<file path="src/hw/rtl/acbs_pkg.sv">
// ----------------------------------------------------------------------------
// acbs_pkg
// Shared constants for the ADC channel block statistics block.
// ----------------------------------------------------------------------------
package acbs_pkg;
  localparam int unsigned MaxChannels = 16;
  localparam int unsigned MaxSamples  = 1024;
  localparam int unsigned ChW         = 4;
  localparam int unsigned SmpW        = 12;
  localparam int unsigned CntChW      = 5;
  localparam int unsigned CntSmpW     = 11;
  localparam int unsigned SumW        = 22;
  localparam int unsigned SqW         = 34;
  localparam int unsigned QW          = 16;
  localparam int unsigned DivW        = 42;
  localparam int unsigned RootW       = 21;
  localparam int unsigned InW         = 16;
  localparam int unsigned OutW        = 64;
  localparam int unsigned CfgIdxW     = 2;
  localparam int unsigned CfgDataW    = 11;

  localparam logic [CfgIdxW-1:0] RegChannelCount = 2'd0;
  localparam logic [CfgIdxW-1:0] RegSamplesPer   = 2'd1;

  localparam logic [CntChW-1:0]  ChResetVal  = 5'd16;
  localparam logic [CntSmpW-1:0] SmpResetVal = 11'd256;
endpackage

</file>
<file path="src/hw/rtl/adc_channel_block_statistics.sv">
// Each input word is captured, then the entry of its channel is updated.
// After the final word of a block each channel result is computed in turn: a
// load, two 42-step divisions and a 21-step square root on one shared unit.
// A word is accepted only in the idle state; s_axis_tready is low while busy.
// Reset: asynchronous active-low; positions and error clear, registers reload.
// ----------------------------------------------------------------------------
// adc_channel_block_statistics
// Per-channel min, max, mean and RMS over blocks of interleaved ADC words.
// ----------------------------------------------------------------------------
module adc_channel_block_statistics (
  input  logic                            clk_i,
  input  logic                            rst_ni,
  input  logic                            s_axis_tvalid,
  output logic                            s_axis_tready,
  input  logic [acbs_pkg::InW-1:0]        s_axis_tdata,   // raw_word
  output logic                            m_axis_tvalid,
  input  logic                            m_axis_tready,
  // channel, minimum, maximum, mean_q4, rms_q4, zero pad
  output logic [acbs_pkg::OutW-1:0]       m_axis_tdata,
  output logic                            m_axis_tuser,   // block_ok
  output logic                            m_axis_tlast,   // last
  input  logic                            cfg_we_i,
  input  logic [acbs_pkg::CfgIdxW-1:0]    cfg_idx_i,
  input  logic [acbs_pkg::CfgDataW-1:0]   cfg_data_i
);
  import acbs_pkg::*;

  localparam logic [2:0] S_IDLE = 3'd0;
  localparam logic [2:0] S_UPD  = 3'd1;
  localparam logic [2:0] S_DIV  = 3'd2;
  localparam logic [2:0] S_SQRT = 3'd3;
  localparam logic [2:0] S_OUT  = 3'd4;
  localparam logic [2:0] S_LOAD = 3'd5;

  localparam logic [5:0] DivLast  = 6'(DivW - 1);
  localparam logic [5:0] SqrtLast = 6'(RootW - 1);

  logic [2:0]          state_q, state_d;
  logic [CntChW-1:0]   nch_cfg_q;
  logic [CntSmpW-1:0]  nsm_cfg_q;
  logic [ChW-1:0]      ch_pos_q;
  logic [9:0]          smp_pos_q;
  logic                tag_err_q;
  logic [SmpW-1:0]     smp_q;
  logic [ChW-1:0]      k_q;
  logic [5:0]          cnt_q;
  logic                div_sel_q;
  logic [DivW-1:0]     dq_q;
  logic [CntSmpW-1:0]  rem_q;
  logic [RootW-1:0]    root_q;
  logic [RootW+1:0]    srem_q;
  logic [QW-1:0]       mean_q;

  logic [SmpW-1:0]     min_mem [MaxChannels];
  logic [SmpW-1:0]     max_mem [MaxChannels];
  logic [SumW-1:0]     sum_mem [MaxChannels];
  logic [SqW-1:0]      sq_mem  [MaxChannels];

  logic [CntChW-1:0]   nch;
  logic [CntSmpW-1:0]  nsm;
  logic [ChW-1:0]      idx;
  logic                first_smp;
  logic                ch_wrap;
  logic                blk_end;
  logic [SqW-1:0]      prod;
  logic [CntSmpW:0]    rem_sh;
  logic                div_ge;
  logic [RootW+1:0]    r2;
  logic [RootW+1:0]    trial;
  logic                sq_ge;
  logic                out_fire;
  logic                cfg_hit;

  always_comb begin
    if (nch_cfg_q == '0) nch = CntChW'(1);
    else if (nch_cfg_q > CntChW'(MaxChannels)) nch = CntChW'(MaxChannels);
    else nch = nch_cfg_q;
    if (nsm_cfg_q == '0) nsm = CntSmpW'(1);
    else if (nsm_cfg_q > CntSmpW'(MaxSamples)) nsm = CntSmpW'(MaxSamples);
    else nsm = nsm_cfg_q;
  end

  assign idx       = (state_q == S_UPD) ? ch_pos_q : k_q;
  assign first_smp = (smp_pos_q == '0);
  assign ch_wrap   = ({1'b0, ch_pos_q} + CntChW'(1)) >= nch;
  assign blk_end   = ch_wrap && (({1'b0, smp_pos_q} + CntSmpW'(1)) >= nsm);
  assign prod      = SqW'({{SmpW{1'b0}}, smp_q} * {{SmpW{1'b0}}, smp_q});

  assign rem_sh = {rem_q, dq_q[DivW-1]};
  assign div_ge = rem_sh >= {1'b0, nsm};
  assign r2     = {srem_q[RootW-1:0], dq_q[DivW-1 -: 2]};
  assign trial  = {root_q, 2'b01};
  assign sq_ge  = r2 >= trial;

  assign out_fire = m_axis_tvalid && m_axis_tready;
  assign cfg_hit  = cfg_we_i && (cfg_idx_i == RegChannelCount || cfg_idx_i == RegSamplesPer);

  assign s_axis_tready = (state_q == S_IDLE);

  always_comb begin
    state_d = state_q;
    case (state_q)
      S_IDLE: if (s_axis_tvalid) state_d = S_UPD;
      S_UPD:  state_d = blk_end ? S_LOAD : S_IDLE;
      S_LOAD: state_d = S_DIV;
      S_DIV:  if (cnt_q == DivLast) state_d = div_sel_q ? S_SQRT : S_DIV;
      S_SQRT: if (cnt_q == SqrtLast) state_d = S_OUT;
      S_OUT: begin
        if (out_fire) state_d = m_axis_tlast ? S_IDLE : S_LOAD;
      end
      default: state_d = S_IDLE;
    endcase
  end

  always_ff @(posedge clk_i or negedge rst_ni) begin
    if (!rst_ni) begin
      state_q   <= S_IDLE;
      nch_cfg_q <= ChResetVal;
      nsm_cfg_q <= SmpResetVal;
      ch_pos_q  <= '0;
      smp_pos_q <= '0;
      tag_err_q <= 1'b0;
      k_q       <= '0;
      cnt_q     <= '0;
      div_sel_q <= 1'b0;
      m_axis_tvalid <= 1'b0;
    end else begin
      state_q <= state_d;
      if (cfg_we_i && cfg_idx_i == RegChannelCount) nch_cfg_q <= cfg_data_i[CntChW-1:0];
      if (cfg_we_i && cfg_idx_i == RegSamplesPer) nsm_cfg_q <= cfg_data_i;
      case (state_q)
        S_IDLE: begin
          if (s_axis_tvalid && s_axis_tdata[InW-1 -: ChW] != ch_pos_q) tag_err_q <= 1'b1;
          if (cfg_hit) begin
            ch_pos_q  <= '0;
            smp_pos_q <= '0;
            tag_err_q <= 1'b0;
          end
        end
        S_UPD: begin
          if (ch_wrap) begin
            ch_pos_q  <= '0;
            smp_pos_q <= blk_end ? '0 : smp_pos_q + 10'd1;
          end else begin
            ch_pos_q <= ch_pos_q + ChW'(1);
          end
          k_q       <= '0;
          cnt_q     <= '0;
          div_sel_q <= 1'b0;
        end
        S_DIV: begin
          cnt_q <= (cnt_q == DivLast) ? '0 : cnt_q + 6'd1;
          if (cnt_q == DivLast) div_sel_q <= ~div_sel_q;
        end
        S_SQRT: begin
          cnt_q <= cnt_q + 6'd1;
          if (cnt_q == SqrtLast) m_axis_tvalid <= 1'b1;
        end
        S_OUT: begin
          if (out_fire) begin
            m_axis_tvalid <= 1'b0;
            k_q   <= k_q + ChW'(1);
            cnt_q <= '0;
            if (m_axis_tlast) tag_err_q <= 1'b0;
          end
        end
        default: ;
      endcase
    end
  end

  // datapath: word capture, channel entry update, shared divide / root unit
  always_ff @(posedge clk_i) begin
    if (s_axis_tvalid && s_axis_tready) smp_q <= s_axis_tdata[SmpW-1:0];
    if (state_q == S_UPD) begin
      if (first_smp || smp_q < min_mem[idx]) min_mem[idx] <= smp_q;
      if (first_smp || smp_q > max_mem[idx]) max_mem[idx] <= smp_q;
      sum_mem[idx] <= first_smp ? SumW'(smp_q) : sum_mem[idx] + SumW'(smp_q);
      sq_mem[idx]  <= first_smp ? prod : sq_mem[idx] + prod;
    end
    case (state_q)
      S_LOAD: begin
        dq_q  <= DivW'({sum_mem[idx], 4'b0});
        rem_q <= '0;
      end
      S_DIV: begin
        if (cnt_q == DivLast && !div_sel_q) begin
          mean_q <= {dq_q[QW-2:0], div_ge};
          dq_q   <= {sq_mem[idx], 8'b0};
          rem_q  <= '0;
        end else begin
          dq_q  <= {dq_q[DivW-2:0], div_ge};
          rem_q <= div_ge ? CntSmpW'(rem_sh - {1'b0, nsm}) : rem_sh[CntSmpW-1:0];
        end
        if (cnt_q == DivLast && div_sel_q) begin
          root_q <= '0;
          srem_q <= '0;
        end
      end
      S_SQRT: begin
        dq_q   <= {dq_q[DivW-3:0], 2'b00};
        srem_q <= sq_ge ? r2 - trial : r2;
        root_q <= {root_q[RootW-2:0], sq_ge};
        if (cnt_q == SqrtLast) begin
          m_axis_tdata <= {4'b0, root_q[QW-2:0], sq_ge, mean_q,
                           max_mem[idx], min_mem[idx], k_q};
          m_axis_tuser <= ~tag_err_q;
          m_axis_tlast <= ({1'b0, k_q} + CntChW'(1)) == nch;
        end
      end
      default: ;
    endcase
  end

endmodule

</file>
<file path="config.mk">
export PLATFORM = sky130hd
export DESIGN_NAME = adc_channel_block_statistics
export DESIGN_NICKNAME = d
export VERILOG_FILES = /design/src/hw/rtl/acbs_pkg.sv /design/src/hw/rtl/adc_channel_block_statistics.sv
export SDC_FILE = /design/constraint.sdc
export NUM_CORES = 2
export LEC_CHECK = 0
export ABC_CLOCK_PERIOD_IN_PS = 8400
export CAP_MARGIN = 10
export CELL_PAD_IN_SITES_DETAIL_PLACEMENT = 0
export CELL_PAD_IN_SITES_GLOBAL_PLACEMENT = 1
export CORE_UTILIZATION = 51
export CTS_BUF_LIST = sky130_fd_sc_hd__clkbuf_4 sky130_fd_sc_hd__clkbuf_8
export DETAILED_ROUTE_END_ITERATION = 6
export DONT_BUFFER_PORTS = 1
export GPL_ROUTABILITY_DRIVEN = 0
export HOLD_SLACK_MARGIN = 0.03
export PLACE_DENSITY = 0.79
export SLEW_MARGIN = 20
export SYNTH_ARGS = -nofsm -noshare
export SYNTH_HDL_FRONTEND = slang
export SYNTH_SLANG_ARGS = --single-unit
export TNS_END_PERCENT = 30
</file>
<file path="constraint.sdc">
create_clock -name clk_i -period 8.4 [get_ports clk_i]
set_clock_uncertainty 0.2 [all_clocks]
set_input_delay 0 -clock clk_i [delete_from_list [all_inputs] [get_ports clk_i]]
set_output_delay 0 -clock clk_i [all_outputs]
set_load 0.05 [all_outputs]
</file>
==> impl_metrics.env <==
export IMPL_outcome="finished, final reports clean"
export IMPL_syn2layout_area_growth_pct=12.4
export IMPL_worst_pin_slew_ns=1.10
export IMPL_numCtsBuffers=237
export IMPL_wl_met3_um=16000
export IMPL_hold_violations=0
export IMPL_grt_setup_unrepaired="no"
export IMPL_drv_cap=0
export IMPL_clockBufferDepth=3
export IMPL_dr_first_iter_drc_count=4174
export IMPL_rows=133
export IMPL_die_w_um=368
export IMPL_synth_avg_cell_area_um2=15.4
export IMPL_cts_root_buf="clkbuf_8"
export IMPL_top_layer="met4"
export IMPL_antenna_found_initial=4
export IMPL_path_clk_slew_ns=0.06
export IMPL_grt_max_degree=102
export IMPL_final_cell_mix="1465 x edfxtp_1, 562 x nand2_1, 285 x mux4_2"
export IMPL_grt_ovfl_total=0
export IMPL_post_drt_wl_per_cell_um=25.6
export IMPL_fin_cells=6673
export IMPL_wl_met1_um=69300
export IMPL_die_y_um=368
export IMPL_synthFlopType="edfxtp_1"
export IMPL_power_density_nw_per_um2=202
export IMPL_slew_headroom_pct=26.5
export IMPL_path_delay_family="adder cells"
export IMPL_grt_pass1_wl_um=253000
export IMPL_cts_max_level=4
export IMPL_cp_end_kind="register"
export IMPL_cts_tree="yes"
export IMPL_nNetsFinal=5009
export IMPL_synth_seq_cells=1511
export IMPL_portBuffers=0
export IMPL_cp_slowest_stage_delay_ns=0.53
export IMPL_synth_warnings=0
export IMPL_setup_viol=0
export IMPL_dr_pass1_iters=5
export IMPL_cts_setup_buffers=0
export IMPL_worstSkewPairLatency_ns=1.01
export IMPL_grt_pass1_vias=39600
export IMPL_num_vias=39500
export IMPL_synth_cell_types=94
export IMPL_clkSinkCount=1511
export IMPL_via_per_inst=5.92
export IMPL_core_area_um2=132000
export IMPL_cp_slowest_cell="fa_1"
export IMPL_drc_errors=0
export IMPL_path_buf_inv=7
export IMPL_crit_arrival_ns=8.52
export IMPL_dp_cells=6149
export IMPL_crit_fanout=43
export IMPL_crit_top_cell="inv_1"
export IMPL_worst_ep_required_time_ns=8.95
export IMPL_slew_violations=0
export IMPL_ir_drop_mv=0.224
export IMPL_period_minus_slack_ns=7.97
export IMPL_fin_setup_tns_ns=0
export IMPL_start_util_pct=51.7
export IMPL_synth_edf_count=1465
export IMPL_synthArstFlopShare_pct=3.04
export IMPL_dp_hpwl_um=103000
export IMPL_wl_met2_um=80400
export IMPL_min_path_type="input port to register"
export IMPL_grtUsageTotal_pct=25.5
export IMPL_fin_crit_sh_pct=94.8
export IMPL_synthesis_instances=4443
export IMPL_fmax_ghz=0.126
export IMPL_p_leak_nw=27.7
export IMPL_start_kind="register"
export IMPL_wirelength_um=171000
export IMPL_setup_worst_path_class="register to register"
export IMPL_ant_nets=0
export IMPL_die_area_um2=135000
export IMPL_synth_area_um2=68400
export IMPL_drive_gt1_share_pct=19.0
export IMPL_pin_count=102
export IMPL_final_common_cell="edfxtp_1"
export IMPL_ys_seq_area_share_pct=66.0
[cell families (layout without fill, tap and decap cells)]
group / count (synthesis) / count (layout) / share of synthesized area [%]
mux: 415 / 415 / 11.3
xor+xnor: 104 / 104 / 1.33
buf+inv: 483 / 949 / 3.17
flops: 1511 / 1511 / 66.0
simple gates: 1161 / 1161 / 7.57
fa+ha+maj: 257 / 257 / 5.63
other cells: 1 / 10 / 0.00549
compound gates: 511 / 511 / 4.91
[sequential cells by signal (all words and copies together), names as in the netlist, 12 cells and up]
| name | count |
|---|---|
| smp_q | 12 |
| sum_mem | 352 |
| root_q | 21 |
| m_axis_tdata | 60 |
| mean_q | 16 |
| min_mem | 192 |
| srem_q | 21 |
| max_mem | 192 |
| sq_mem | 544 |
| dq_q | 42 |
[area by class of cell]
| cell class | instances | area (um^2) |
|---|---|---|
| Clock buffer | 306 | 3820 |
| Multi-Input combinational cell | 2452 | 21300 |
| Timing Repair Buffer | 253 | 2260 |
| Antenna cell | 6 | 15.0 |
| Inverter | 263 | 1010 |
| Clock inverter | 127 | 1120 |
| Fill cell | 10000 | 55500 |
| Sequential cell | 1511 | 45100 |
| Tap cell | 1755 | 2200 |
[metal layers]
| metal | track usage (%) | vias to the layer above |
|---|---|---|
| li1 | - | 17400 |
| met1 | 34.9 | 20200 |
| met2 | 39.9 | 1728 |
| met3 | 6.02 | 270 |
| met4 | 9.29 | 0 |
| met5 | 0 | - |
[where the power goes]
group / switching [mW] / internal (mW)
logic: 0.333 / 0.298
clock network: 2.95 / 3.51
registers: 0.0991 / 8.33
[metrics by stage]
| stage | util [%] | hold slack (ns) | area [um^2] | setup slack, ns | total power [mW] |
|---|---|---|---|---|---|
| floorplan | - | -0.496 | 68400 | 0.405 | 8.99 |
| global placement | 53.6 | -0.495 | 70900 | 0.196 | 9.14 |
| detailed placement | 53.6 | -0.495 | 70900 | 0.0767 | 9.15 |
| CTS | 58.0 | 0.0545 | 76700 | 0.0387 | 15.6 |
| global route | 58.0 | 0.116 | 76800 | 0.00672 | 16.0 |
| finish | 58.1 | 0.151 | 76800 | 0.433 | 15.5 |
[worst reg2reg max path: cells and delay by family (launching register included)]
family,cells,cell delay [ns]
XOR/XNOR,2,0.40
adder cells (fa/ha/maj),7,2.69
buffers and inverters,7,0.93
flip-flops,1,0.35
AND/OR/NAND/NOR,5,0.88
AO/OA/AOI/OAI,9,2.30
[synthesized netlist by cell type, drive strengths merged, types with 5 or more instances]
master	number	area (um^2)
o21ai	97	485
dfrtp	44	1100
or3	10	62.6
a31o	5	43.8
xor2	31	272
a32o	12	120
a221oi	7	97.6
nor3	31	155
mux2	24	270
nand4	27	169
mux2i	106	1060
a21o	41	308
nand2b	23	144
o31a	8	70.1
o21bai	7	52.6
ha	173	2160
fa	84	1680
nand2	566	2120
a31oi	60	375
a211oi	42	325
a21oi	148	752
clkbuf	108	405
xnor2	73	639
nor4	7	65.1
a21boi	9	78.8
mux4	285	6420
and2	40	250
nand3	99	495
o22ai	8	50.1
buf	112	772
and3	68	425
inv	261	980
nor2b	25	156
nor2	241	907
o211ai	9	81.3
edfxtp	1465	44000
o21a	18	135
[final timing paths]
check | startpoint | to | slack [ns] | depth (start not counted)
min in group asynchronous | rst_ni | nch_cfg_q[1]$_DFFE_PN0P_ | 0.62 | 5
max | smp_q[0]$_DFFE_PP_ | sq_mem[5][28]$_DFFE_PP_ | 0.43 | 30
max reg2reg | smp_q[0]$_DFFE_PP_ | sq_mem[5][28]$_DFFE_PP_ | 0.43 | 30
max in group asynchronous | rst_ni | nch_cfg_q[4]$_DFFE_PN1P_ | 7.06 | 5
min | s_axis_tvalid | smp_q[9]$_DFFE_PP_ | 0.15 | 2
min reg2reg | mean_q[1]$_DFFE_PP_ | m_axis_tdata[29]$_DFFE_PP_ | 0.22 | 0
[timing repair]
item | 4_1_cts | 5_1_grt
hold buffers | 84 | 0
endpoints found under the setup margin | 0 | 151
gates resized for setup | 0 | 16
endpoints found under the hold margin | 114 | 0
(Power assumes the default switching activity.)
